## config.mk

```make
export PLATFORM = sky130hd
export DESIGN_NAME = rrt_front
export DESIGN_NICKNAME = d
export VERILOG_FILES = /design/src/hdl/rrt_pkg.sv /design/src/hdl/rrt_front.sv
export SDC_FILE = /design/constraint.sdc
export NUM_CORES = 1
export LEC_CHECK = 0
export ABC_AREA = 1
export BUFFER_PORTS_ARGS = -buffer_cell sky130_fd_sc_hd__buf_2
export CORE_ASPECT_RATIO = 0.9
export CORE_MARGIN = 5
export CORE_UTILIZATION = 51
export DETAILED_ROUTE_END_ITERATION = 8
export PLACE_DENSITY = 0.83
export SKIP_CTS_REPAIR_TIMING = 1
export SYNTH_ARGS = -nofsm -noshare
export SYNTH_HDL_FRONTEND = slang
export SYNTH_SLANG_ARGS = --single-unit
export TNS_END_PERCENT = 30
```

## constraint.sdc

```tcl
create_clock -name clk -period 6 [get_ports clk]
set_input_delay 0.6 -clock clk [delete_from_list [all_inputs] [get_ports clk]]
set_output_delay 0.6 -clock clk [all_outputs]
set_load 0.01 [all_outputs]
```

## src/hdl/rrt_pkg.sv

```systemverilog
// ----------------------------------------------------------------------------
// rrt_pkg: shared types and constants of the rotated rectangle tessellator
// Command and result words, queue entry, result kinds and the sine table
// generator used at elaboration.
// ----------------------------------------------------------------------------
package rrt_pkg;

  localparam logic OP_DRAW  = 1'b0;
  localparam logic OP_FRAME = 1'b1;

  typedef enum logic [1:0] {
    KIND_VERTEX   = 2'd0,
    KIND_TRIANGLE = 2'd1,
    KIND_OVERFLOW = 2'd2
  } kind_t;

  typedef struct packed {
    logic               op;
    logic signed [15:0] anchor_x;
    logic signed [15:0] anchor_y;
    logic        [14:0] rect_width;
    logic        [14:0] rect_height;
    logic signed [15:0] angle_deg;
    logic        [31:0] color_rgba;
  } cmd_t;

  typedef struct packed {
    kind_t              kind;
    logic signed [15:0] vert_x;
    logic signed [15:0] vert_y;
    logic        [31:0] vert_color;
    logic        [13:0] vertex_number;
    logic        [13:0] index_a;
    logic        [13:0] index_b;
    logic        [13:0] index_c;
    logic               last;
  } res_t;

  // Reference into the quarter-wave table plus the sign of the quadrant.
  typedef struct packed {
    logic       neg;
    logic [6:0] idx;
  } tab_ref_t;

  // Work word handed from the front to the back.
  typedef struct packed {
    logic               ovf;
    logic        [13:0] base;
    logic signed [15:0] ax;
    logic signed [15:0] ay;
    logic        [13:0] hw;
    logic        [13:0] hh;
    tab_ref_t           sin_ref;
    tab_ref_t           cos_ref;
    logic        [31:0] color;
  } work_t;

  localparam int Q_DEPTH = 4;
  localparam int Q_AW    = 2;

  localparam longint unsigned PI_Q30 = 64'd3373259426;

  // sin(d degrees) in Q30 by a fixed Taylor series, clamped to 0..1.0
  function automatic longint sin_q30(input int d);
    longint unsigned x;
    longint unsigned x2;
    longint unsigned term;
    longint unsigned prod;
    longint          sum;
    x    = (PI_Q30 * longint'(d)) / 180;
    x2   = (x * x) >> 30;
    sum  = longint'(x);
    term = x;
    for (int k = 1; k <= 10; k++) begin
      prod = (term * x2) >> 30;
      case (k)
        1: term = prod / 6;
        2: term = prod / 20;
        3: term = prod / 42;
        4: term = prod / 72;
        5: term = prod / 110;
        6: term = prod / 156;
        7: term = prod / 210;
        8: term = prod / 272;
        9: term = prod / 342;
        default: term = prod / 420;
      endcase
      if ((k & 1) == 1) sum = sum - longint'(term);
      else sum = sum + longint'(term);
    end
    if (sum < 0) sum = 0;
    if (sum > (longint'(1) << 30)) sum = longint'(1) << 30;
    return sum;
  endfunction

  // Table entry rounded half up to frac fraction bits, clamped to 1.0
  function automatic longint sin_fix(input int d, input int frac);
    longint s;
    s = sin_q30(d);
    s = (s + (longint'(1) << (29 - frac))) >> (30 - frac);
    if (s > (longint'(1) << frac)) s = longint'(1) << frac;
    return s;
  endfunction

endpackage

```

## src/hdl/rrt_front.sv

```systemverilog
// ----------------------------------------------------------------------------
// rrt_front: command intake
// Keeps the vertex and element counters, checks for buffer overflow, reduces
// the angle and resolves the sine and cosine table references.
// ----------------------------------------------------------------------------
module rrt_front #(
  parameter int VERTEX_CAPACITY = 16384
) (
  input  logic           clk,
  input  logic           rst,
  input  logic           push,
  input  logic           full,
  input  rrt_pkg::cmd_t  cmd,
  output logic           q_push,
  output rrt_pkg::work_t q_data
);

  localparam int ELEMENT_CAPACITY = (VERTEX_CAPACITY / 2) * 3;
  localparam int CW = $clog2(ELEMENT_CAPACITY + 7);

  logic [CW-1:0] vertex_count;
  logic [CW-1:0] element_count;
  logic          accept;
  logic          ovf;

  // (h*256 - 32768) mod 360, so the offset-binary angle needs one fold only
  logic [8:0]  mod_tab [0:255];
  logic [15:0] u;
  logic [9:0]  v;
  logic [8:0]  ang;
  logic [8:0]  ang_c;

  for (genvar g = 0; g < 256; g++) begin : g_mod
    assign mod_tab[g] = 9'(((g * 256) + 352) % 360);
  end

  function automatic rrt_pkg::tab_ref_t quad_map(input logic [8:0] a);
    rrt_pkg::tab_ref_t r;
    if (a <= 9'd90) begin
      r.neg = 1'b0;
      r.idx = 7'(a);
    end else if (a <= 9'd180) begin
      r.neg = 1'b0;
      r.idx = 7'(9'd180 - a);
    end else if (a <= 9'd270) begin
      r.neg = 1'b1;
      r.idx = 7'(a - 9'd180);
    end else begin
      r.neg = 1'b1;
      r.idx = 7'(9'd360 - a);
    end
    return r;
  endfunction

  always_comb begin
    accept = push && !full;
    ovf = ((CW+1)'(vertex_count) + (CW+1)'(4) > (CW+1)'(VERTEX_CAPACITY)) ||
          ((CW+1)'(element_count) + (CW+1)'(6) > (CW+1)'(ELEMENT_CAPACITY));
    u = {~cmd.angle_deg[15], cmd.angle_deg[14:0]};
    v = {1'b0, mod_tab[u[15:8]]} + {2'b00, u[7:0]};
    ang = (v >= 10'd360) ? 9'(v - 10'd360) : 9'(v);
    ang_c = (ang < 9'd270) ? 9'(ang + 9'd90) : 9'(ang - 9'd270);

    q_push         = accept && (cmd.op == rrt_pkg::OP_DRAW);
    q_data.ovf     = ovf;
    q_data.base    = 14'(vertex_count);
    q_data.ax      = cmd.anchor_x;
    q_data.ay      = cmd.anchor_y;
    q_data.hw      = cmd.rect_width[14:1];
    q_data.hh      = cmd.rect_height[14:1];
    q_data.sin_ref = quad_map(ang);
    q_data.cos_ref = quad_map(ang_c);
    q_data.color   = cmd.color_rgba;
  end

  always_ff @(posedge clk) begin
    if (rst) begin
      vertex_count  <= '0;
      element_count <= '0;
    end else if (accept) begin
      if (cmd.op == rrt_pkg::OP_FRAME) begin
        vertex_count  <= '0;
        element_count <= '0;
      end else if (!ovf) begin
        vertex_count  <= vertex_count + CW'(4);
        element_count <= element_count + CW'(6);
      end
    end
  end

endmodule

```

After elaboration in Yosys (flattened, before gate mapping)
Memories as Yosys holds them, arrays and structs flattened. Index checks and enable logic that the tools add are counted.

Equal/unequal tests: 1. Reductions and logical operators: 5. Bitwise operators: 3. Mux-type cells: 14. Magnitude comparators: 11. Add/sub/neg operators: 14.

Operators with widths (number): 15-bit two-way mux (4); 9-bit two-way mux (4); 15-bit by 3-bit adder with 16-bit output, second input constant (2); 16-bit by 15-bit greater-than comparator with 1-bit output, second input constant (2); 8-bit two-way mux (4); 15-bit by 3-bit adder with 15-bit output, second input constant (2); 9-bit by 7-bit <= comparator with 1-bit output, second input constant (2); 9-bit by 8-bit <= comparator with 1-bit output, second input constant (2); 9-bit <= comparator, second input constant (2); 9-bit subtractor, second input constant (2); 7-bit two-way mux (2); 6-bit by 7-bit subtractor with 7-bit output, first input constant (2); 7-bit by 6-bit subtractor with 7-bit output, second input constant (2); 7-bit subtractor, first input constant (2); 9-bit by 8-bit adder with 10-bit output (1); 10-bit by 9-bit greater-or-equal comparator with 1-bit output, second input constant (1); 9-bit by 7-bit adder with 9-bit output, second input constant (1); 9-bit greater-or-equal comparator, second input constant (1); 9-bit less-than comparator, second input constant (1); 8-bit inverter with 9-bit output (1); 1-bit logical AND (2); 2-bit != test, second input constant (1); 1-bit inverter (2); 2-bit AND reduction (1); other kinds (2) (2).

Memories kept: 1. ROM bits: 2304. Output and inout port bits: 124. Bits of input ports: 115. Flip-flop bits (word level): 30.

Memories: (no name shown) (words 256, bits a word 9, rd ports 1, clocked after Yosys merged registers in 0, write ports 0, RTL line rrt_front.sv:60) `v = {1'b0, mod_tab[u[15:8]]} + {2'b00, u[7:0]};`.

Depth between registers and ports, before layout
Depth in word-level cells: 14. Depth in mapped cells: 44. Gate-level depth less buffers: 44.

Worst setup path before layout
Ideal clock, no wire load.

Path type: input port to output port. Start point: in cmd[40] in the netlist's numbering. End point: out q_data[38] in the netlist's numbering. Data required time: 5.400 ns. Slack: 0.259 ns. Arrival time: 5.141 ns. Stages: 38. Cell sequence: inv_1 ha_1 nor2_1 inv_1 nand2_1 nor2_1 o31ai_1 nand2_1 a32o_1 o21ai_0 ha_1 inv_1 fa_1 inv_1 a21oi_1 o21ai_0 xnor2_1 nand2_1 [... 2 more ...] nand2_2 nand2_4 nand2_4 nor2_1 nand2_1 nand3_2 nand2_2 inv_2 ha_1 nand2_1 nand3_1 nand2_1 nand3_1 nand2_1 nand2_1 nand3_1 nor2_1 nor2_1.

RTL lines: start, declared (RTL line rrt_front.sv:13) `input rrt_pkg::cmd_t cmd,`; end, declared (RTL line rrt_front.sv:15) `output rrt_pkg::work_t q_data`.

==> flow_summary.ini <==
[clock_tree]
clock_latency_ps = 260
cts_sinks = 27
cts_buffers = 3
ctsLongestPathBuffers = 2
cts_root_buf = clkbuf_16
ctsHtreeMaxLevel = 1
cts_tree = built
clk_pin_slew_ps = 60

[cells_and_area]
fin_area_sq_um = 6970
n_antenna_cell = 0
areaGrowthSynthToFinish_pct = 14.1
fin_nets = 1208
layout-drive-gt1-share = 0.305
fillerInstances = 1053
utilization = 0.587
final_cells = 1222

[synth]
synth_xor_area_frac = 0.0358
synth-edff-count = 0
muxShareOfSynthArea = 0
syn_area_sq_um = 6110
avgSynthCellArea_sq_um = 5.86
yosys.area.top_type = nand2_1
yosys_warnings = 0
synthAdderAreaFrac = 0.0627
netlist_instances = 1042
synthTopCellsByCount = nand2_1, buf_4, inv_1
yosysSeqAreaShare = 0.0885
synth.most_common_cell = nand2_1
synthSimpleGateAreaFrac = 0.392
synth_seq_cells = 27
synth_top_area_share = 0.162
synthTopCellsByArea = nand2_1, buf_4, dfxtp_1
async_reset_ff_frac = 0
ys_types = 54
synth_compound_area_frac = 0.189
synthFlopType = dfxtp_1
synth_top_family_by_area = simple AND/OR/NAND/NOR gates

[sta]
fin_worst_skew_ps = 6.45
fin_setup_tns_ps = 0
min_period_ps = 5950
rsz0062_at_grt = true
fmaxAchievable_mhz = 168
hold_viol = 0
setup-violations-final = 0
relSlewSlack = 0.502
slew_violations = 0
timing.final.crit_share = 0.992
max_slew.worst_pin.slew_ps = 743

[floorplan]
io_pins = 239
die_h_um = 114
row_count = 38
dieArea_sq_um = 14300
core_sq_um = 11900
floorplan.die.width_um = 125
initial_core_util = 0.514

[pwr]
powerDensity_nw_per_um2 = 404
power_leakage_nw = 3.38
irDropWorstVdd_mv = 0.332

[setup_path]
crit_path_max_incr_delay_ps = 360
critPathMostFrequentCell = nand2_4
critPathCaptureType = output pin
cp_data_required_time_ps = 5400
crit_family = simple AND/OR/NAND/NOR gates
start_kind = input port
crit_arrival_ps = 5350
path_max_fanout = 6
criticalPathCategory = in2out
cp_num_buf_inv = 8
cp_slowest_cell = fa_2

[drt]
drt_iter0_markers = 967
routed_wl_mm = 18.7
detail_route.wl_per_cell_um = 15.3
drt_pass1_iterations = 6
ant_nets = 0
drc = 0
viasPerCell = 5.73
vias = 7006

[placement]
dp_hpwl_mm = 13.5
placed_cell_area_sq_um = 6340
place_congestion = 0.970
io_buffers = 50
dpl.cell_count = 1206

[global_route]
grt_pass1_vias = 6232
overflow = 0
grt_start_max_net_pins = 33
grt_pass1_wl_mm = 28.7
grtUsageTotal = 0.231
antenna_found_initial = 0

[min_path]
hp-class = reg2reg

[status]
status = complete, no violations

[flow_run]
maxCapViolations = 0
-- layout make-up --
class | count | area (sq um) | area share
Clock inverter | 1 | 7.51 | 0.00108
Sequential cell | 27 | 541 | 0.0775
Clock buffer | 3 | 75.1 | 0.0108
Multi-Input combinational cell | 757 | 4600 | 0.659
Inverter | 118 | 460 | 0.0660
Tap cell | 160 | 200 | 0.0287
Timing Repair Buffer | 156 | 1090 | 0.157
-- path summary, 6_finish.rpt --
check	end	cells past startpoint	start	slack, ps
hold reg to reg	element_count[9]	2	element_count[9]	480
setup / recovery	q_data[38]	42	cmd[40]	50
hold / removal	element_count[9]	2	element_count[9]	480
setup reg to reg	vertex_count[4]	20	element_count[1]	2140
-- cell families (layout without fill, tap and decap cells) --
family | after synthesis | in the layout
flip-flops | 27 | 27
AND/OR/NAND/NOR | 505 | 506
other | 1 | 2
buffers and inverters | 260 | 278
adder cells (fa/ha/maj) | 30 | 30
AO/OA/AOI/OAI | 194 | 194
XOR/XNOR | 25 | 25
-- worst register-to-register path: stages (launching register included) --
cell and delay [ps]:
dfxtp_1 410, inv_1 60, ha_1 220, nor2_1 100
inv_1 60, nor2_1 80, inv_1 70, nor2_1 130
inv_1 90, nor2_1 130, nand2_1 80, xor2_1 130
inv_1 60, nor3_1 200, nand4_1 120, nand3_1 90
nand4_1 150, a21oi_2 380, clkinv_1 700, a31oi_1 390
a211oi_1 60
-- per-stage QoR --
stage / hold slack (ps) / setup slack (ps) / total power (W)
floorplan: 453 / 259 / 0.00165
global placement: 468 / -144 / 0.00226
detailed placement: 476 / -265 / 0.00230
CTS: 485 / -291 / 0.00246
global route: 506 / -222 / 0.00305
finish: 482 / 46.6 / 0.00282
-- power by group --
part | switching [W] | internal (W)
Clock | 0.0000639 | 0.0000907
Sequential | 0.00000175 | 0.000181
Combinational | 0.00147 | 0.00101
-- layer usage --
| metal | global-route usage | part of all wire | vias to the layer above |
|---|---|---|---|
| li1 | - | - | 3367 |
| met1 | 0.303 | 0.40 | 3061 |
| met2 | 0.374 | 0.44 | 456 |
| met3 | 0.0492 | 0.11 | 122 |
| met4 | 0.0896 | 0.050 | 0 |
| met5 | 0 | 0 | - |
-- state kept, by name, indices dropped and copies added (netlist names) --
signal,count
element_count,14
vertex_count,13
-- cells in the final DEF, fill, tap and decap left out, types with 9 or more instances in the layout --
master	count
dfxtp_1	27
a21oi_1	61
nand2_2	47
ha_1	17
nand2_4	27
xor2_1	20
nand3_1	76
nand2_1	240
nor3_1	9
buf_2	50
ha_4	10
inv_2	22
nand3_2	10
o211ai_1	19
nor2_1	55
inv_1	88
o21ai_1	21
nand4_1	15
buf_4	98
o21ai_0	38
Power figures use the tool's default switching activity.
