### src/hdl/rrt_pkg.sv
// ----------------------------------------------------------------------------
// rrt_pkg: shared types and constants of the rotated rectangle tessellator
// Command and result words, queue entry, result kinds and the sine table
// generator used at elaboration.
// ----------------------------------------------------------------------------
package rrt_pkg;

  localparam logic OP_DRAW  = 1'b0;
  localparam logic OP_FRAME = 1'b1;

  typedef enum logic [1:0] {
    KIND_VERTEX   = 2'd0,
    KIND_TRIANGLE = 2'd1,
    KIND_OVERFLOW = 2'd2
  } kind_t;

  typedef struct packed {
    logic               op;
    logic signed [15:0] anchor_x;
    logic signed [15:0] anchor_y;
    logic        [14:0] rect_width;
    logic        [14:0] rect_height;
    logic signed [15:0] angle_deg;
    logic        [31:0] color_rgba;
  } cmd_t;

  typedef struct packed {
    kind_t              kind;
    logic signed [15:0] vert_x;
    logic signed [15:0] vert_y;
    logic        [31:0] vert_color;
    logic        [13:0] vertex_number;
    logic        [13:0] index_a;
    logic        [13:0] index_b;
    logic        [13:0] index_c;
    logic               last;
  } res_t;

  // Reference into the quarter-wave table plus the sign of the quadrant.
  typedef struct packed {
    logic       neg;
    logic [6:0] idx;
  } tab_ref_t;

  // Work word handed from the front to the back.
  typedef struct packed {
    logic               ovf;
    logic        [13:0] base;
    logic signed [15:0] ax;
    logic signed [15:0] ay;
    logic        [13:0] hw;
    logic        [13:0] hh;
    tab_ref_t           sin_ref;
    tab_ref_t           cos_ref;
    logic        [31:0] color;
  } work_t;

  localparam int Q_DEPTH = 4;
  localparam int Q_AW    = 2;

  localparam longint unsigned PI_Q30 = 64'd3373259426;

  // sin(d degrees) in Q30 by a fixed Taylor series, clamped to 0..1.0
  function automatic longint sin_q30(input int d);
    longint unsigned x;
    longint unsigned x2;
    longint unsigned term;
    longint unsigned prod;
    longint          sum;
    x    = (PI_Q30 * longint'(d)) / 180;
    x2   = (x * x) >> 30;
    sum  = longint'(x);
    term = x;
    for (int k = 1; k <= 10; k++) begin
      prod = (term * x2) >> 30;
      case (k)
        1: term = prod / 6;
        2: term = prod / 20;
        3: term = prod / 42;
        4: term = prod / 72;
        5: term = prod / 110;
        6: term = prod / 156;
        7: term = prod / 210;
        8: term = prod / 272;
        9: term = prod / 342;
        default: term = prod / 420;
      endcase
      if ((k & 1) == 1) sum = sum - longint'(term);
      else sum = sum + longint'(term);
    end
    if (sum < 0) sum = 0;
    if (sum > (longint'(1) << 30)) sum = longint'(1) << 30;
    return sum;
  endfunction

  // Table entry rounded half up to frac fraction bits, clamped to 1.0
  function automatic longint sin_fix(input int d, input int frac);
    longint s;
    s = sin_q30(d);
    s = (s + (longint'(1) << (29 - frac))) >> (30 - frac);
    if (s > (longint'(1) << frac)) s = longint'(1) << frac;
    return s;
  endfunction

endpackage

### src/hdl/rrt_fifo.sv
// ----------------------------------------------------------------------------
// rrt_fifo: short work queue
// Decouples command intake from result generation.
// ----------------------------------------------------------------------------
module rrt_fifo (
  input  logic           clk,
  input  logic           rst,
  input  logic           wr_en,
  input  rrt_pkg::work_t wr_data,
  output logic           full,
  input  logic           rd_en,
  output rrt_pkg::work_t rd_data,
  output logic           valid
);

  rrt_pkg::work_t mem [0:rrt_pkg::Q_DEPTH-1];

  logic [rrt_pkg::Q_AW-1:0] wr_ptr;
  logic [rrt_pkg::Q_AW-1:0] rd_ptr;
  logic [rrt_pkg::Q_AW:0]   count;

  assign full    = (count == (rrt_pkg::Q_AW+1)'(rrt_pkg::Q_DEPTH));
  assign valid   = (count != '0);
  assign rd_data = mem[rd_ptr];

  always_ff @(posedge clk) begin
    if (wr_en) mem[wr_ptr] <= wr_data;
  end

  always_ff @(posedge clk) begin
    if (rst) begin
      wr_ptr <= '0;
      rd_ptr <= '0;
      count  <= '0;
    end else begin
      if (wr_en) wr_ptr <= wr_ptr + 1'b1;
      if (rd_en) rd_ptr <= rd_ptr + 1'b1;
      if (wr_en && !rd_en) count <= count + 1'b1;
      else if (rd_en && !wr_en) count <= count - 1'b1;
    end
  end

endmodule

### config.mk
export PLATFORM = sky130hd
export DESIGN_NAME = rrt_fifo
export DESIGN_NICKNAME = d
export VERILOG_FILES = /design/src/hdl/rrt_pkg.sv /design/src/hdl/rrt_fifo.sv
export SDC_FILE = /design/constraint.sdc
export NUM_CORES = 1
export LEC_CHECK = 0
export BUFFER_PORTS_ARGS = -buffer_cell sky130_fd_sc_hd__buf_4
export CORE_MARGIN = 2
export CORE_UTILIZATION = 61
export CTS_CLUSTER_DIAMETER = 80
export CTS_CLUSTER_SIZE = 20
export DETAILED_ROUTE_END_ITERATION = 8
export GPL_TIMING_DRIVEN = 0
export PLACE_DENSITY_LB_ADDON = 0.12
export SYNTH_ARGS = -nofsm -noshare
export SYNTH_HDL_FRONTEND = slang
export SYNTH_SLANG_ARGS = --single-unit
### constraint.sdc
create_clock -name clk -period 13.43 [get_ports clk]
set_clock_uncertainty 0.2 [all_clocks]
set_input_delay 2.686 -clock clk [delete_from_list [all_inputs] [get_ports clk]]
set_output_delay 2.686 -clock clk [all_outputs]
set_load 0.01 [all_outputs]
; ---- Word level (Yosys, flattened, before mapping)
; Memory sizes are Yosys's and may differ from the RTL's. A register that Yosys moved wholly into a read port is not among the register bits.
; Index checks and enable logic that the tools add are counted.
; Widths: inputs -> output; s select.
[totals]
reg_bits = 7
ramBits = 492
out_inout_bits = 125
n_memories = 1
[memory_table]
columns = name, depth, width, rd, rd_clocked_by_memory_dff, write_ports, line_no
row1 = mem, 4, 123, 1, 1, 1, rrt_fifo.sv:16  ; rrt_pkg::work_t mem [0:rrt_pkg::Q_DEPTH-1];
[classes]
addsub = 4
n_eq_ne = 1
mux = 6
reduce_logical = 6
[ops]
columns = op, count
row1 = $mux 3, 2
row2 = $add 2x1->2 const B, 2
row3 = $mux 2, 2
row4 = $add 3x1->3 const B, 1
row5 = $eq 3x3->1 const B, 1
row6 = $reduce_bool 3->1, 1
row7 = $sub 3x1->3 const B, 1
row8 = $logic_and 1x1->1, 2
row9 = $logic_not 1->1, 2
row10 = $mux 1, 2
row11 = $reduce_bool 2->1, 1

; ---- Depth between registers and ports, before layout
; Gate-level depths: netlist of run 1.
[depth]
depth_word = 4
mapped_depth = 7

; ---- Worst setup path after synthesis of run 1
; Ideal clock, no wire load.
[synth_timing]
kind = input port to flip-flop
startpoint = input wr_en
endpoint = memory mem[0][0] (netlist name) (enable)
setup_ps = 496
arrival_ps = 5507
slack_ps = 7226
cell_stages = 1
path_cell_list = and2_1
[synth_via]
elab_chain_cells = 2
[synth_rtl]
columns = item, line_no
row1 = "start, declared", rrt_fifo.sv:8  ; input logic wr_en,
row2 = $mux 1, rrt_fifo.sv:27  ; if (wr_en) mem[wr_ptr] <= wr_data;
row3 = $mux 1 (implied by the code), rrt_fifo.sv:27
row4 = "end, declared", rrt_fifo.sv:16
; Every way passes these cells.

==> results of run 1 <==
[stage by stage]
stage | setup WS (ps) | cells | total power, mW | instance area (um^2) | util [%]
final | 8250 | 1380 | 3.04 | 21600 | 73.1
after global placement | 5220 | 1327 | 2.22 | 20500 | 69.7
after detailed placement | 8780 | 1335 | 2.24 | 20700 | 70.4
after global routing | 8130 | 1379 | 3.15 | 21600 | 73.1
after floorplan | 7230 | 687 | 2.05 | 18200 | -
after CTS | 8170 | 1379 | 3.07 | 21600 | 73.1
[area by class of cell]
type / instances / area share [%]
diodes: 1 / 0.0116
plain buffers: 29 / 0.917
clock buffers: 41 / 3.58
clock inverters: 3 / 0.145
inverters: 4 / 0.0697
multi-input cells: 153 / 14.0
flip-flops and latches: 501 / 69.4
well taps: 390 / 2.26
repair buffers: 258 / 9.66
[metal layers]
layer  track usage, %  vias up  routed length, um  part of all wire [%]
met5                0        -                 11                 0.033
met4             5.58        2                872                   2.6
met3             6.07       55               2590                   7.8
met2             36.4      232              17000                    52
met1             27.7     4219              12500                    38
li1                 -     3516                  -                     -
[path summary, 6_finish.rpt]
check | end | cells after the start
worst min register to register | count[2]$_SDFFE_PP0P_ | 2
worst min-delay path | count[2]$_SDFFE_PP0P_ | 2
worst max register to register | mem[0][77]$_DFFE_PP_ | 4
worst max-delay path | rd_data[95] | 5
[cell families (layout without fill, tap and decap cells)]
logic type	Yosys count	count (layout)
simple gates	15	15
xor+xnor	5	5
other cells	0	1
fa+ha+maj	6	6
compound gates	2	2
flops	501	501
buf+inv	33	335
mux	125	125
[registers in the layout, summed over array words and instances (netlist names), named ones only]
register and count:
mem 492, rd_ptr 2, count 3, wr_ptr 2
[power by group through the flow]
stage	Sequential (mW)	Combinational (mW)	Clock [mW]
floorplan	1.85	0.196	0
global placement	1.86	0.365	0
detailed placement	1.85	0.387	0
CTS	1.81	0.388	0.871
global route	1.82	0.407	0.929
finish	1.81	0.380	0.852
[tightest hold or removal path, cell delays in order, from the launching register on]
cell and delay (ps):
dfxtp_1 350, o21ai_0 80, a21oi_1 60
[cell usage in the layout (no fill, tap or decap), drive strengths merged, types with 2 or more instances in the layout]
cell	Yosys	final
nor2	7	7
ha	5	5
mux2i	2	2
xor2	3	3
dfxtp	9	9
clkbuf	6	47
xnor2	2	2
buf	23	281
edfxtp	492	492
and2	4	4
inv	4	6
or3	2	2
mux4	123	123
==> results by group, run 1 <==
Clock tree
  – Clk root buf: clkbuf_16
  – Clock transition at path regs: roughly 80 ps
  – Number of H-tree levels: 1
  – Clock sinks: approximately 500
  – Setup bufs post-CTS: 0
  – CTS tree: done
  – Post_cts resized: 0
  – CTS Buffer Depth: 3
  – Clk_lat worst skew: 570 ps
  – Hold buffers post-CTS: 0
  – Total CTS buffers: 29

Global route
  – Largest net degree at the start of global routing: 58
  – Vias in the first global route: 8716
  – Remaining Overflow, GRT: 0
  – Initial antenna violation count: 2
  – First-pass GRT wire length: 49600 um
  – GRT Total Usage: 21.4%

Die
  – Row count: 63
  – Core area: around 29000 um^2
  – # IOs: between 200 and 300
  – Die X-Extent: between 150 and 200 um
  – Starting Density: about three fifths
  – Chip height: between 150 and 200 um
  – Die area: 31200 um^2

STA
  – Fin Setup TNS: 0 ps
  – Worst hold margin: 326 ps
  – Unrepaired setup endpoints after global routing: no
  – Fin crit period: 5180 ps
  – Tightest Pin Transition: 695 ps
  – # setup viols final: 0
  – Max-slew violation count: 0
  – Final Hold Violating Endpoints: 0
  – Slew margin rel.: 53.7%
  – Tcrit/Tclk final: 38.5%
  – Peak Freq: between 150 and 200 MHz

Yosys
  – Commonest cells post-synth: edfxtp_1, mux4_2, buf_2, dfxtp_1, buf_6
  – EDFF count, synth: 492
  – Syn Nets: 820
  – Yosys top cell area share: 81.3%
  – Synth cell types: 20
  – Post-synthesis cell count: 687
  – Synth area leaders: edfxtp_1, mux4_2, dfxtp_1, buf_6, buf_2
  – Post-Synth XOR/XNOR Area: 0.241%
  – Area leader, netlist: edfxtp_1
  – Count leader, synth: edfxtp_1
  – Synth Register Bits: approximately 500
  – Warnings from Yosys: 0
  – Compound-Gate Fraction of Synth Area: 0.0551%
  – Synth Flop Type: edfxtp_1
  – Adder-cell share of the synthesized area: 0.455%
  – Proportion of synthesized area in mux cells: between 10% and 20%
  – Cell Area, Synth: 18200 um^2
  – Register area share after synthesis: ~82%
  – Main combinational cell family by area after synthesis: multiplexers
  – Async set-reset flop share out of synthesis: 0%
  – Syn Area/Cell: roughly 26 um^2
  – Post-synthesis simple-gate area fraction: 0.413%

Final layout
  – Layout cell share with drive strength beyond 1: 44.5%
  – Register area: ~15000 um^2
  – Final nets: 1109
  – Area of the multi-input gates: approximately 3000 um^2
  – Fillers: ~1700
  – Area Growth Syn to Fin: 18.6%

Outcome
  – Status: complete, no violations

Detailed routing
  – Vias per cell: 5.81
  – Initial DRT Pass Iterations: 7
  – Routed vias: 8024
  – DRC Markers: 0
  – Antenna-violating nets left: 0
  – Routed WL per cell: 23.9 um
  – Initial DRC Count: 668
  – Drt total wl: approximately 33000 um

Min path
  – Min-Delay Path Class: reg -> reg
  – HP Start: count[2]$_SDFFE_PP0P_

Setup path
  – CP bufs+invs: 4
  – Kind of critical path: reg -> out
  – Crit end category: output port
  – Startpoint types: flip-flop
  – CP max stage cell: mux4_2
  – Worst R2R Start: wr_ptr[0]$_SDFFE_PP0P_
  – Arrival @ worst endpoint: 2290 ps
  – Most frequent CP cell: buf_2
  – Cells along the critical path: buf_2, buf_2, buf_2, mux4_2, buf_4
  – Slowest stage delay, CP: 380 ps
  – R2R Setup Slk: 11360 ps
  – Critical Path RT: 10540 ps
  – Worst-path fanout max: 10
  – CP delay by family, top: buffers and inverters

Pwr
  – Switching power: 654 uW
  – Cell area power density: 141 nW/um^2
  – Pint: 2.39 mW
  – Sequential Power Share: 59.5%
  – Max VDD drop: around 0.12 mV
  – Clock share of power: 28.0%
  – P_leak: 7.21 nW
  – Comb pwr share: 12.5%
  – Switching Share: 21.5%

Run
  – Max-cap violation count: 0

Placed design
  – DP HPWL: 21500 um
  – Gp weighted congestion: 0.756
  – Port Buffers: 250
No activity file was read; power rests on OpenSTA's default activity.
==> run 2, diff against run 1 <==
- CORE_UTILIZATION: 61 -> 51
- clock period: 13.43 -> 4.55 ns (I/O delays scaled with it)
==> results by group, run 2 (synthesized netlist as in run 1, its figures left out) <==
Detailed routing
  – Routed WL per cell: 22.7 um
  – Drt total wl: 33200 um
  – Vias per cell: 5.38
  – Initial DRC Count: 450
  – Routed vias: approximately 7900
  – Initial DRT Pass Iterations: 4
  – DRC Markers: 0
  – Antenna-violating nets left: 0

STA
  – Worst hold margin: 302 ps
  – Max-slew violation count: 0
  – Tightest Pin Transition: ~790 ps
  – # setup viols final: 0
  – Fin crit period: 3400 ps
  – Slew margin rel.: 47.6%
  – Tcrit/Tclk final: 74.8%
  – Final Hold Violating Endpoints: 0
  – Peak Freq: between 200 and 300 MHz
  – Unrepaired setup endpoints after global routing: no

Clock tree
  – Post_cts resized: 0
  – Clk root buf: clkbuf_16
  – Clk_lat worst skew: around 560 ps
  – Hold buffers post-CTS: 0
  – Number of H-tree levels: 1
  – CTS Buffer Depth: 3
  – Setup bufs post-CTS: 0
  – CTS tree: done
  – Total CTS buffers: 29
  – Clock transition at path regs: 80 ps
  – Clock sinks: 501

Pwr
  – Comb pwr share: between 10% and 20%
  – Pint: between 7 and 8 mW
  – Switching Share: a little over a fifth
  – Sequential Power Share: between 50% and 60%
  – Clock share of power: between 20% and 30%
  – Switching power: 1.98 mW
  – P_leak: 7.22 nW
  – Max VDD drop: 0.347 mV
  – Final Power: 9.07 mW
  – Cell area power density: about 420 nW/um^2

Outcome
  – Status: complete, no violations

Die
  – Chip height: 193 um
  – Row count: about 70
  – Die X-Extent: 193 um
  – Die area: 37200 um^2
  – Starting Density: 51.5%
  – Core area: 35300 um^2
  – # IOs: about 250

Final layout
  – Top flop regs: mem: 492 flops, count: 3 flops
  – Register area: 15000 um^2
  – Fillers: 2442
  – Diodes inserted: 0
  – Area Growth Syn to Fin: 19.4%
  – Top reg by flops: mem
  – Area of the multi-input gates: about 3000 um^2
  – Most frequent cells in the layout: edfxtp_1, buf_4, mux4_2
  – Number of flip-flops in the largest register: 492
  – Layout cell share with drive strength beyond 1: 44.0%
  – Commonest non-fill, non-tap cell in the layout: edfxtp_1
  – Final nets: 1110

Global route
  – Initial antenna violation count: 0
  – GRT Total Usage: 17.8%
  – Remaining Overflow, GRT: 0
  – Largest net degree at the start of global routing: 57
  – First-pass GRT wire length: around 50000 um
  – Vias in the first global route: 8084

Setup path
  – Critical Path RT: ~3400 ps
  – Startpoint types: flip-flop
  – Worst-path fanout max: 10
  – Crit end category: output port
  – R2r worst-path depth: 3
  – Arrival @ worst endpoint: 2290 ps
  – Kind of critical path: reg -> out

Min path
  – Min-Delay Path Class: reg -> reg
  – Hold depth: 2

Placed design
  – DP HPWL: slightly above 20000 um
  – Gp weighted congestion: around 0.7
  – Port Buffers: 250

Run
  – Max-cap violation count: 0
-- run 2: cell count changes in the layout (fill, tap and decap cells not counted) --
cell and change:
clkbuf_1 +10, buf_12 +1, clkinv_8 -1, diode_2 -1, inv_4 -1, inv_8 +1
-- run 2: final timing paths --
path | from | endpoint | slack (ps)
setup / recovery | flip-flop | rd_data[84] | 1150
hold / removal | count[2]$_SDFFE_PP0P_ | count[2]$_SDFFE_PP0P_ | 300
setup reg to reg | wr_ptr[0]$_SDFFE_PP0P_ | mem[1][93]$_DFFE_PP_ | 2420
hold reg to reg | count[2]$_SDFFE_PP0P_ | count[2]$_SDFFE_PP0P_ | 300
-- run 2: routing by layer --
layer / vias up / GRT usage [%] / wire [um]
met2: 201 / 28.7 / 16000
met1: 4096 / 24.7 / 14100
met4: 0 / 3.46 / 498
met5: - / 0 / 0
li1: 3523 / - / -
met3: 34 / 4.93 / 2570
-- run 2: layout make-up --
type,count,share of cell area (%)
multi-input combinational,153,13.9
clock buffer,51,3.73
tap,461,2.66
buffer,29,0.912
timing repair buffer,259,9.69
sequential,501,69.0
clock inverter,2,0.0923
inverter,4,0.0692
-- run 2: worst max-delay path: stages (launching register included) --
cell,delay [ps]
dfxtp_1,310
buf_2,180
buf_2,350
buf_2,340
mux4_2,370
buf_4,170
-- run 2: power groups by stage --
| stage | clock, mW | sequential [mW] | combinational, mW |
|---|---|---|---|
| floorplan | 0 | 5.46 | 0.579 |
| global placement | 0 | 5.49 | 1.12 |
| detailed placement | 0 | 5.45 | 1.16 |
| CTS | 2.67 | 5.34 | 1.16 |
| global route | 2.84 | 5.36 | 1.22 |
| finish | 2.60 | 5.34 | 1.13 |
-- run 2: metrics by stage --
stage                     instances  setup TNS [ps]  worst slack, ps  utilization [%]  cell area, um^2
final                          1460               0             1150             61.4            21700
after global routing           1460               0             1010             61.4            21700
after CTS                      1460               0             1060             61.4            21700
after detailed placement       1407               0             1670             59.1            20900
after global placement         1398        -1131690            -2320             58.4            20600
after floorplan                 687               0              122                -            18200
