==> config.mk <==
export PLATFORM = sky130hd
export DESIGN_NAME = rrt_back
export DESIGN_NICKNAME = d
export VERILOG_FILES = /design/src/hdl/rrt_pkg.sv /design/src/hdl/rrt_back.sv
export SDC_FILE = /design/constraint.sdc
export NUM_CORES = 2
export LEC_CHECK = 0
export BUFFER_PORTS_ARGS = -buffer_cell sky130_fd_sc_hd__buf_2
export CORE_MARGIN = 2
export CORE_UTILIZATION = 40
export CTS_CLUSTER_SIZE = 8
export DETAILED_ROUTE_END_ITERATION = 16
export PLACE_DENSITY = 0.54
export RECOVER_POWER = 50
export SYNTH_ARGS = -nofsm -noshare
export SYNTH_HDL_FRONTEND = slang
export SYNTH_SLANG_ARGS = --single-unit
==> constraint.sdc <==
create_clock -name clk -period 25.6 [get_ports clk]
set_clock_uncertainty 0.05 [all_clocks]
set_input_delay 5.12 -clock clk [delete_from_list [all_inputs] [get_ports clk]]
set_output_delay 5.12 -clock clk [all_outputs]
set_load 0.01 [all_outputs]
==> src/hdl/rrt_pkg.sv <==
// ----------------------------------------------------------------------------
// rrt_pkg: shared types and constants of the rotated rectangle tessellator
// Command and result words, queue entry, result kinds and the sine table
// generator used at elaboration.
// ----------------------------------------------------------------------------
package rrt_pkg;

  localparam logic OP_DRAW  = 1'b0;
  localparam logic OP_FRAME = 1'b1;

  typedef enum logic [1:0] {
    KIND_VERTEX   = 2'd0,
    KIND_TRIANGLE = 2'd1,
    KIND_OVERFLOW = 2'd2
  } kind_t;

  typedef struct packed {
    logic               op;
    logic signed [15:0] anchor_x;
    logic signed [15:0] anchor_y;
    logic        [14:0] rect_width;
    logic        [14:0] rect_height;
    logic signed [15:0] angle_deg;
    logic        [31:0] color_rgba;
  } cmd_t;

  typedef struct packed {
    kind_t              kind;
    logic signed [15:0] vert_x;
    logic signed [15:0] vert_y;
    logic        [31:0] vert_color;
    logic        [13:0] vertex_number;
    logic        [13:0] index_a;
    logic        [13:0] index_b;
    logic        [13:0] index_c;
    logic               last;
  } res_t;

  // Reference into the quarter-wave table plus the sign of the quadrant.
  typedef struct packed {
    logic       neg;
    logic [6:0] idx;
  } tab_ref_t;

  // Work word handed from the front to the back.
  typedef struct packed {
    logic               ovf;
    logic        [13:0] base;
    logic signed [15:0] ax;
    logic signed [15:0] ay;
    logic        [13:0] hw;
    logic        [13:0] hh;
    tab_ref_t           sin_ref;
    tab_ref_t           cos_ref;
    logic        [31:0] color;
  } work_t;

  localparam int Q_DEPTH = 4;
  localparam int Q_AW    = 2;

  localparam longint unsigned PI_Q30 = 64'd3373259426;

  // sin(d degrees) in Q30 by a fixed Taylor series, clamped to 0..1.0
  function automatic longint sin_q30(input int d);
    longint unsigned x;
    longint unsigned x2;
    longint unsigned term;
    longint unsigned prod;
    longint          sum;
    x    = (PI_Q30 * longint'(d)) / 180;
    x2   = (x * x) >> 30;
    sum  = longint'(x);
    term = x;
    for (int k = 1; k <= 10; k++) begin
      prod = (term * x2) >> 30;
      case (k)
        1: term = prod / 6;
        2: term = prod / 20;
        3: term = prod / 42;
        4: term = prod / 72;
        5: term = prod / 110;
        6: term = prod / 156;
        7: term = prod / 210;
        8: term = prod / 272;
        9: term = prod / 342;
        default: term = prod / 420;
      endcase
      if ((k & 1) == 1) sum = sum - longint'(term);
      else sum = sum + longint'(term);
    end
    if (sum < 0) sum = 0;
    if (sum > (longint'(1) << 30)) sum = longint'(1) << 30;
    return sum;
  endfunction

  // Table entry rounded half up to frac fraction bits, clamped to 1.0
  function automatic longint sin_fix(input int d, input int frac);
    longint s;
    s = sin_q30(d);
    s = (s + (longint'(1) << (29 - frac))) >> (30 - frac);
    if (s > (longint'(1) << frac)) s = longint'(1) << frac;
    return s;
  endfunction

endpackage

==> src/hdl/rrt_back.sv <==
// ----------------------------------------------------------------------------
// rrt_back: rotation and result generation
// Table lookup, products, corner offsets, then a six-step emitter (a single
// overflow word for an overflowing entry) feeding the result register.
// ----------------------------------------------------------------------------
module rrt_back #(
  parameter int ANGLE_FRAC_BITS = 16
) (
  input  logic           clk,
  input  logic           rst,
  input  logic           q_valid,
  input  rrt_pkg::work_t q_data,
  output logic           q_rd,
  input  logic           pop,
  output logic           empty,
  output rrt_pkg::res_t  res
);

  localparam int F    = ANGLE_FRAC_BITS;
  localparam int TW   = F + 2;       // signed sine / cosine
  localparam int PW   = F + 17;      // signed product
  localparam int SUMW = F + 18;      // sum of two products
  localparam int OFFW = 18;          // corner offset after the shift
  localparam logic signed [SUMW-1:0] RND = SUMW'((longint'(1) << F) - 1);

  logic [F:0] sin_rom [0:90];

  for (genvar g = 0; g <= 90; g++) begin : g_rom
    assign sin_rom[g] = (F+1)'(rrt_pkg::sin_fix(g, F));
  end

  // stage 1: sine and cosine
  logic                 v1;
  rrt_pkg::work_t       e1;
  logic signed [TW-1:0] s1;
  logic signed [TW-1:0] c1;
  logic signed [TW-1:0] s_lut;
  logic signed [TW-1:0] c_lut;

  // stage 2: products
  logic                 v2;
  rrt_pkg::work_t       e2;
  logic signed [PW-1:0] p_wc;
  logic signed [PW-1:0] p_hs;
  logic signed [PW-1:0] p_ws;
  logic signed [PW-1:0] p_hc;
  logic signed [PW-1:0] hw_x;
  logic signed [PW-1:0] hh_x;
  logic signed [PW-1:0] s_x;
  logic signed [PW-1:0] c_x;

  // stage 3: corner offsets
  logic                   v3;
  rrt_pkg::work_t         e3;
  logic signed [OFFW-1:0] rx3 [0:3];
  logic signed [OFFW-1:0] ry3 [0:3];
  logic signed [OFFW-1:0] rx_n [0:3];
  logic signed [OFFW-1:0] ry_n [0:3];

  // emitter
  logic                   busy;
  logic [2:0]             step;
  rrt_pkg::work_t         e4;
  logic signed [OFFW-1:0] rx4 [0:3];
  logic signed [OFFW-1:0] ry4 [0:3];
  logic                   res_valid;
  rrt_pkg::res_t          res_next;

  logic take1;
  logic take2;
  logic take3;
  logic out_free;
  logic emit;
  logic fin;
  logic load;

  function automatic logic signed [OFFW-1:0] trunc_shift(input logic signed [SUMW-1:0] n);
    logic signed [SUMW-1:0] nb;
    nb = n[SUMW-1] ? (n + RND) : n;
    return OFFW'(nb >>> F);
  endfunction

  function automatic logic signed [15:0] sat16(input logic signed [15:0] a,
                                               input logic signed [OFFW-1:0] d);
    logic signed [OFFW:0] t;
    t = (OFFW+1)'(a) + (OFFW+1)'(d);
    if (t > (OFFW+1)'(32767)) return 16'sh7FFF;
    if (t < -(OFFW+1)'(32768)) return 16'sh8000;
    return 16'(t);
  endfunction

  always_comb begin
    out_free = !res_valid || pop;
    emit     = busy && out_free;
    fin      = emit && (e4.ovf || (step == 3'd5));
    load     = v3 && (!busy || fin);
    take3    = v2 && (!v3 || load);
    take2    = v1 && (!v2 || take3);
    take1    = q_valid && (!v1 || take2);
    q_rd     = take1;
    empty    = !res_valid;
  end

  always_comb begin
    s_lut = TW'({1'b0, sin_rom[q_data.sin_ref.idx]});
    c_lut = TW'({1'b0, sin_rom[q_data.cos_ref.idx]});
    if (q_data.sin_ref.neg) s_lut = -s_lut;
    if (q_data.cos_ref.neg) c_lut = -c_lut;
    hw_x = PW'($signed({1'b0, e1.hw}));
    hh_x = PW'($signed({1'b0, e1.hh}));
    s_x  = PW'(s1);
    c_x  = PW'(c1);
  end

  // corner order bl, tl, br, tr: x sign from bit 1, y sign from bit 0
  always_comb begin
    for (int i = 0; i < 4; i++) begin
      rx_n[i] = trunc_shift(((i >= 2) ? SUMW'(p_wc) : -SUMW'(p_wc)) +
                            (((i & 1) == 1) ? -SUMW'(p_hs) : SUMW'(p_hs)));
      ry_n[i] = trunc_shift(((i >= 2) ? SUMW'(p_ws) : -SUMW'(p_ws)) +
                            (((i & 1) == 1) ? SUMW'(p_hc) : -SUMW'(p_hc)));
    end
  end

  always_ff @(posedge clk) begin
    if (rst) begin
      v1 <= 1'b0;
      v2 <= 1'b0;
      v3 <= 1'b0;
    end else begin
      if (take1) v1 <= 1'b1;
      else if (take2) v1 <= 1'b0;
      if (take2) v2 <= 1'b1;
      else if (take3) v2 <= 1'b0;
      if (take3) v3 <= 1'b1;
      else if (load) v3 <= 1'b0;
    end
  end

  always_ff @(posedge clk) begin
    if (take1) begin
      e1 <= q_data;
      s1 <= s_lut;
      c1 <= c_lut;
    end
    if (take2) begin
      e2   <= e1;
      p_wc <= hw_x * c_x;
      p_hs <= hh_x * s_x;
      p_ws <= hw_x * s_x;
      p_hc <= hh_x * c_x;
    end
    if (take3) begin
      e3 <= e2;
      for (int i = 0; i < 4; i++) begin
        rx3[i] <= rx_n[i];
        ry3[i] <= ry_n[i];
      end
    end
    if (load) begin
      e4 <= e3;
      for (int i = 0; i < 4; i++) begin
        rx4[i] <= rx3[i];
        ry4[i] <= ry3[i];
      end
    end
  end

  always_ff @(posedge clk) begin
    if (rst) begin
      busy <= 1'b0;
      step <= '0;
    end else if (load) begin
      busy <= 1'b1;
      step <= '0;
    end else if (fin) begin
      busy <= 1'b0;
    end else if (emit) begin
      step <= step + 3'd1;
    end
  end

  always_comb begin
    res_next = '0;
    if (e4.ovf) begin
      res_next.kind = rrt_pkg::KIND_OVERFLOW;
      res_next.last = 1'b1;
    end else begin
      case (step)
        3'd4: begin
          res_next.kind    = rrt_pkg::KIND_TRIANGLE;
          res_next.index_a = e4.base;
          res_next.index_b = e4.base + 14'd1;
          res_next.index_c = e4.base + 14'd2;
        end
        3'd5: begin
          res_next.kind    = rrt_pkg::KIND_TRIANGLE;
          res_next.index_a = e4.base + 14'd3;
          res_next.index_b = e4.base + 14'd2;
          res_next.index_c = e4.base + 14'd1;
          res_next.last    = 1'b1;
        end
        default: begin
          res_next.kind          = rrt_pkg::KIND_VERTEX;
          res_next.vert_x        = sat16(e4.ax, rx4[step[1:0]]);
          res_next.vert_y        = sat16(e4.ay, ry4[step[1:0]]);
          res_next.vert_color    = e4.color;
          res_next.vertex_number = e4.base + 14'(step[1:0]);
        end
      endcase
    end
  end

  always_ff @(posedge clk) begin
    if (rst) begin
      res_valid <= 1'b0;
    end else if (emit) begin
      res_valid <= 1'b1;
    end else if (pop) begin
      res_valid <= 1'b0;
    end
  end

  always_ff @(posedge clk) begin
    if (emit) res <= res_next;
  end

endmodule

* Word level (Yosys, flattened, before mapping)
Memories as Yosys holds them, arrays and structs flattened. A register that Yosys moved wholly into a read port is not among the register bits.
Index checks and enable logic that the tools add are counted.
** Storage, ports and cells
- Output and inout bits :: 125
- Input port bits :: 127
- Bits in read-only memories :: 4352
- Register bits :: 643
- Memories kept :: 6
- RAM bits :: 288
- Logic and storage cells :: 178
** Operators by class
- Bitwise gates (word level) :: 3
- Mux-type cells :: 57
- Add/sub/neg operators :: 29
- $lt $le $gt $ge :: 6
- Eq/ne operators :: 2
- Reduce and logical (&&, ||, !) cells :: 26
- $mul :: 4
** Memories
- (name not given) :: words 128, width 17, rd ports 1, clocked after Yosys merged registers in 0, wr ports 0, RTL line rrt_back.sv:106 : c_lut = TW'({1'b0, sin_rom[q_data.cos_ref.idx]});
- (name not given) :: words 128, width 17, rd ports 1, clocked after Yosys merged registers in 0, wr ports 0, RTL line rrt_back.sv:105 : s_lut = TW'({1'b0, sin_rom[q_data.sin_ref.idx]});
- rx3 :: words 4, width 18, rd ports 4, clocked after Yosys merged registers in 0, wr ports 4, RTL line rrt_back.sv:55 : logic signed [OFFW-1:0] rx3 [0:3];
- rx4 :: words 4, width 18, rd ports 1, clocked after Yosys merged registers in 1, wr ports 4, RTL line rrt_back.sv:64 : logic signed [OFFW-1:0] rx4 [0:3];
- ry3 :: words 4, width 18, rd ports 4, clocked after Yosys merged registers in 0, wr ports 4, RTL line rrt_back.sv:56 : logic signed [OFFW-1:0] ry3 [0:3];
- ry4 :: words 4, width 18, rd ports 1, clocked after Yosys merged registers in 1, wr ports 4, RTL line rrt_back.sv:65 : logic signed [OFFW-1:0] ry4 [0:3];
** Operators by type and width (count)
- 34-bit by 17-bit adder with 34-bit output, second input constant :: 8
- 34-bit two-way mux :: 8
- 33-bit negation with 34-bit output :: 4
- 15-bit by 18-bit multiplier with 33-bit output :: 4
- 16-bit two-way mux :: 8
- 17-bit two-way mux :: 6
- 42-bit case mux with 2 select lines :: 1
- 33-bit by 33-bit adder with 34-bit output :: 2
- 33-bit by 34-bit adder with 34-bit output :: 2
- 34-bit by 33-bit adder with 34-bit output :: 2
- 34-bit adder :: 2
- 16-bit by 18-bit adder with 19-bit output :: 2
- 19-bit by 16-bit > comparator with 1-bit output, second input constant :: 2
- 19-bit by 16-bit less-than comparator with 1-bit output, second input constant :: 2
- 17-bit negation with 18-bit output :: 2
- 1-bit two-way mux :: 30
- 14-bit by 2-bit adder with 14-bit output, second input constant :: 2
- 8-bit >= comparator, second input constant :: 2
- 7-bit NOT with 8-bit output :: 2
- 14-bit by 1-bit adder with 14-bit output, second input constant :: 1
- 14-bit by 2-bit adder with 14-bit output :: 1
- 2-bit nonzero test :: 5
- 2-bit two-way mux :: 4
- 3-bit equality test, second input constant :: 2
- 8 further kinds :: 23

* Depth between registers and ports, before layout
- Depth after elaboration :: 13
- Mapped depth :: 28
- Depth with buffers taken out :: 26

* Worst setup path before layout
OpenSTA, ideal clock, no wires.
- Kind :: input -> register
- Start point :: in pop
- End point :: reg e3[0] (netlist bit) (enable)
- Data required time :: 24.402 ns
- Arrival time :: 21.458 ns
- Stages on the path :: 3
- Buffers on the path :: 0
- Slack :: 2.944 ns
- Setup time :: 1.148 ns
- Cells stage by stage :: nor2_1 > o21a_1 > a21boi_0
** Between the ends
- Cells in the longest elaborated chain, start to end :: 7
** Ends and longest elaborated chain
- start, declared :: RTL line rrt_back.sv:14 : input logic pop,
- 1-bit logical OR :: RTL line rrt_back.sv:93 : out_free = !res_valid || pop;
- 1-bit logical AND :: RTL line rrt_back.sv:94 : emit = busy && out_free;
- 1-bit logical AND :: RTL line rrt_back.sv:95 : fin = emit && (e4.ovf || (step == 3'd5));
- 1-bit logical OR :: RTL line rrt_back.sv:96 : load = v3 && (!busy || fin);
- 1-bit logical AND :: RTL line rrt_back.sv:96
- 1-bit logical OR :: RTL line rrt_back.sv:97 : take3 = v2 && (!v3 || load);
- 1-bit logical AND :: RTL line rrt_back.sv:97
- net take3 :: RTL line rrt_back.sv:71 : logic take3;
- end signal, assigned :: RTL line rrt_back.sv:154 : e3 <= e2;
- end, declared :: RTL line rrt_back.sv:54 : rrt_pkg::work_t e3;
The timed path passes the listed nets, and every way through them passes these cells.
A chain may end at the register's enable or synchronous reset.

* Worst setup path after layout
- Start point :: in pop
- End point :: reg p_ws[19] (enable)
** Between the ends
- Cells in the longest elaborated chain, start to end :: 9
** Ends and longest elaborated chain
- 1-bit logical OR :: RTL line rrt_back.sv:93
- 1-bit logical AND :: RTL line rrt_back.sv:94
- 1-bit logical AND :: RTL line rrt_back.sv:95
- 1-bit logical OR :: RTL line rrt_back.sv:96
- 1-bit logical AND :: RTL line rrt_back.sv:96
- 1-bit logical OR :: RTL line rrt_back.sv:97
- 1-bit logical AND :: RTL line rrt_back.sv:97
- 1-bit logical OR :: RTL line rrt_back.sv:98 : take2 = v1 && (!v2 || take3);
- 1-bit logical AND :: RTL line rrt_back.sv:98
- net take2 :: RTL line rrt_back.sv:70 : logic take2;
- end signal, assigned :: RTL line rrt_back.sv:150 : p_ws <= hw_x * s_x;
- end, declared :: RTL line rrt_back.sv:45 : logic signed [PW-1:0] p_ws;
The timed path passes the listed nets, and every way through them passes these cells.

==> impl_metrics.json <==
{
  "synth.net_count": 11100,
  "layout.nets": 11100,
  "final-setup-viol-count": 0,
  "drive_above_1_share_pct": 6.01,
  "worstPathMaxFanout": 142,
  "floorplan.initialDensity_pct": 40.2,
  "post-synth-top-count-cell": "sky130_fd_sc_hd__inv_1",
  "numClockSinks": 932,
  "tightest_slew_ns": 8.45,
  "route.antenna.remaining_nets": 0,
  "dieArea_um2": 238000,
  "synth_top_family_by_area": "adder cells",
  "finalHoldViolations": 0,
  "cts.root.buffer_cell": "sky130_fd_sc_hd__clkbuf_16",
  "total_routing_usage_gr_pct": 21.3,
  "hold_path_class": "register to register",
  "final-max-slew-violation-count": 414,
  "wire_length_of_the_first_global_routing_pass_um": 397000,
  "cts_tree": "yes",
  "worst_skew_pair.late_latency_ns": 0.83,
  "cts.clk_slew.worst_paths_ns": 0.07,
  "die_y_um": 488,
  "ff2ff_path_depth": 9,
  "pin_count": 252,
  "critPathKind": "input port to register",
  "number_of_buffers_added_on_ports": 251,
  "drt_iter0_drc": 4488,
  "synth_compound_gate_area_share_pct": 11.2,
  "synth_adder_area_share_pct": 29.7,
  "syn-mean-instance-area_um2": 10.1,
  "std_cell_rows": 177,
  "whs_path_depth": 0,
  "synth_top_area_share_pct": 29.6,
  "minimum_clock_period_after_layout_ns": 13.05,
  "worstPathArrival_ns": 13.38,
  "synth.cells.most_frequent": "sky130_fd_sc_hd__inv_1, sky130_fd_sc_hd__fa_1, sky130_fd_sc_hd__edfxtp_1",
  "synth-edff-count": 922,
  "ys.warnings.count": 0,
  "synth_top_flop_cell": "sky130_fd_sc_hd__edfxtp_1",
  "routed_via_density": 5.38,
  "maximum_number_of_pins_on_one_net_before_global_route_repair": 167,
  "synth_seq_area_share_pct": 29.8,
  "grt_setup_unrepaired": "no",
  "post_detailed_routing_wire_length_um": 253000,
  "worst_ep_required_time_ns": 25.93,
  "route.vias.total": 67700,
  "fmax_mhz": 76.6,
  "htree_num_levels": 4,
  "yosys_register_bits": 932,
  "timing.reg2reg.setup_slack_ns": 15.24,
  "overflow": 0,
  "chipWidth_um": 488,
  "worst_setup_path_start_kind": "input port",
  "top_cell_type_by_total_area_after_synthesis": "sky130_fd_sc_hd__edfxtp_1",
  "synthDistinctLibCells": 96,
  "worst_slew_margin_rel_pct": -464,
  "synth_area_in_simple_gates_pct": 15.1,
  "fin_crit_sh_pct": 51.0,
  "holdBufCountCts": 0,
  "final.setup.tns_ns": 0,
  "synth.area.top_cells": "sky130_fd_sc_hd__edfxtp_1, sky130_fd_sc_hd__fa_1, sky130_fd_sc_hd__ha_1",
  "synth_mux_area_share_pct": 1.55,
  "violations_in_the_final_reports": "max-capacitance violations, max-slew violations",
  "drc": 0,
  "hpwlAfterDp_um": 196000,
  "placeableCoreArea_um2": 233000,
  "first_global_vias": 69100,
  "synth_xor_xnor_area_share_pct": 6.15,
  "synthesis.area_um2": 93600,
  "layout-area-overhead-vs-synth_pct": 8.79,
  "drt_pre_antenna_iters": 7,
  "syn-instance-count": 9310,
  "cts_setup_buffers": 0,
  "max_cap_violations": 10,
  "drt-wirelength-per-cell_um": 20.1,
  "cts_buffer_depth": 3,
  "cts.repair.resized": 0,
  "tritoncts.num_buffers": 138,
  "ys_async_sr_fraction_pct": 0,
  "place_congestion": 0.920,
  "antenna_found_initial": 25,
  "crit_path_end_kind": "register",
  "outcome": "complete, but fails checks"
}
cells in the final DEF (no fill, tap or decap), drive strengths merged, types with 18 or more instances in the layout:
cell     Yosys  final
nor2b       92     92
a21o       190    190
buf         18    273
and3        85     85
o31ai       33     33
mux2i       31     31
a311oi      40     40
inv       1210   1214
o21ai      294    294
clkbuf     390    232
a211oi      69     69
a31oi       82     82
a21oi      486    486
nand2      800    800
nand3b      29     29
mux4        48     48
or2         43     43
edfxtp     922    922
or3         60     60
nor3       159    159
xnor2      441    441
a21boi      23     23
o211ai      39     39
nand4       64     64
o21a        63     63
fa         980    980
nand3      147    147
and2       644    644
or4         25     25
xor2       216    216
nor4        44     44
o2111ai     18     18
nand2b      92     92
nor2       416    416
ha         653    653
o21bai      70     70
worst paths after layout:
path	start	endpoint
min	ry3[2][15]	ry4[2][15]
max reg2reg	step[1]	p_ws[19]
min reg2reg	ry3[2][15]	ry4[2][15]
max	pop	p_ws[19]
sequential cells by signal, summed over array words and instances, names as in the netlist, 79 cells and up, named ones only:
register  cells
e3           79
e1          107
e4           79
e2           79
res         122
through the flow:
step	setup WS [ns]	instances	area [µm²]	hold WS [ns]	utilization, %
after floorplan	2.94	9310	93600	0.350	-
after CTS	13.70	12600	102000	0.314	43.8
final	12.55	12600	102000	0.318	43.8
after detailed placement	13.71	12400	98100	0.355	42.1
after global routing	11.66	12600	102000	0.337	43.7
after global placement	13.72	12400	98100	0.350	42.1
area by class of cell:
class	count	area (µm²)
Tap cell	3132	3920
Timing Repair Buffer	347	1860
Antenna cell	10	25.0
Fill cell	22100	131000
Inverter	1212	4550
Clock inverter	22	368
Sequential cell	932	27900
Multi-Input combinational cell	6758	59700
Clock buffer	158	3570
critical path, stage by stage:
cell and delay, ns:
sky130_fd_sc_hd__buf_2 0.08, sky130_fd_sc_hd__nor2_1 0.08, sky130_fd_sc_hd__o21a_1 0.28, sky130_fd_sc_hd__and3_1 0.30
sky130_fd_sc_hd__nor2b_4 0.12, sky130_fd_sc_hd__clkbuf_1 5.83, sky130_fd_sc_hd__buf_4 1.34
logic make-up after synthesis:
family	count (synthesis)
DFF	932
and+or+nand+nor	2762
xor gates and xnor gates	657
muxes	84
buffers and inverters	1620
adders and majority gates	1633
AOI/OAI and AO/OA	1622
routing by layer:
layer  vias to the layer above  track usage [%]  part of all wire [%]
met3                       314             3.02                   5.3
li1                      31700                -                     -
met1                     34000             30.1                    47
met5                         -                0                 0.034
met2                      1676             34.5                    46
met4                        14             5.25                   2.2
Power is not shown: default switching activity piles up to over one toggle a cycle in this logic, so the estimate is an artifact.
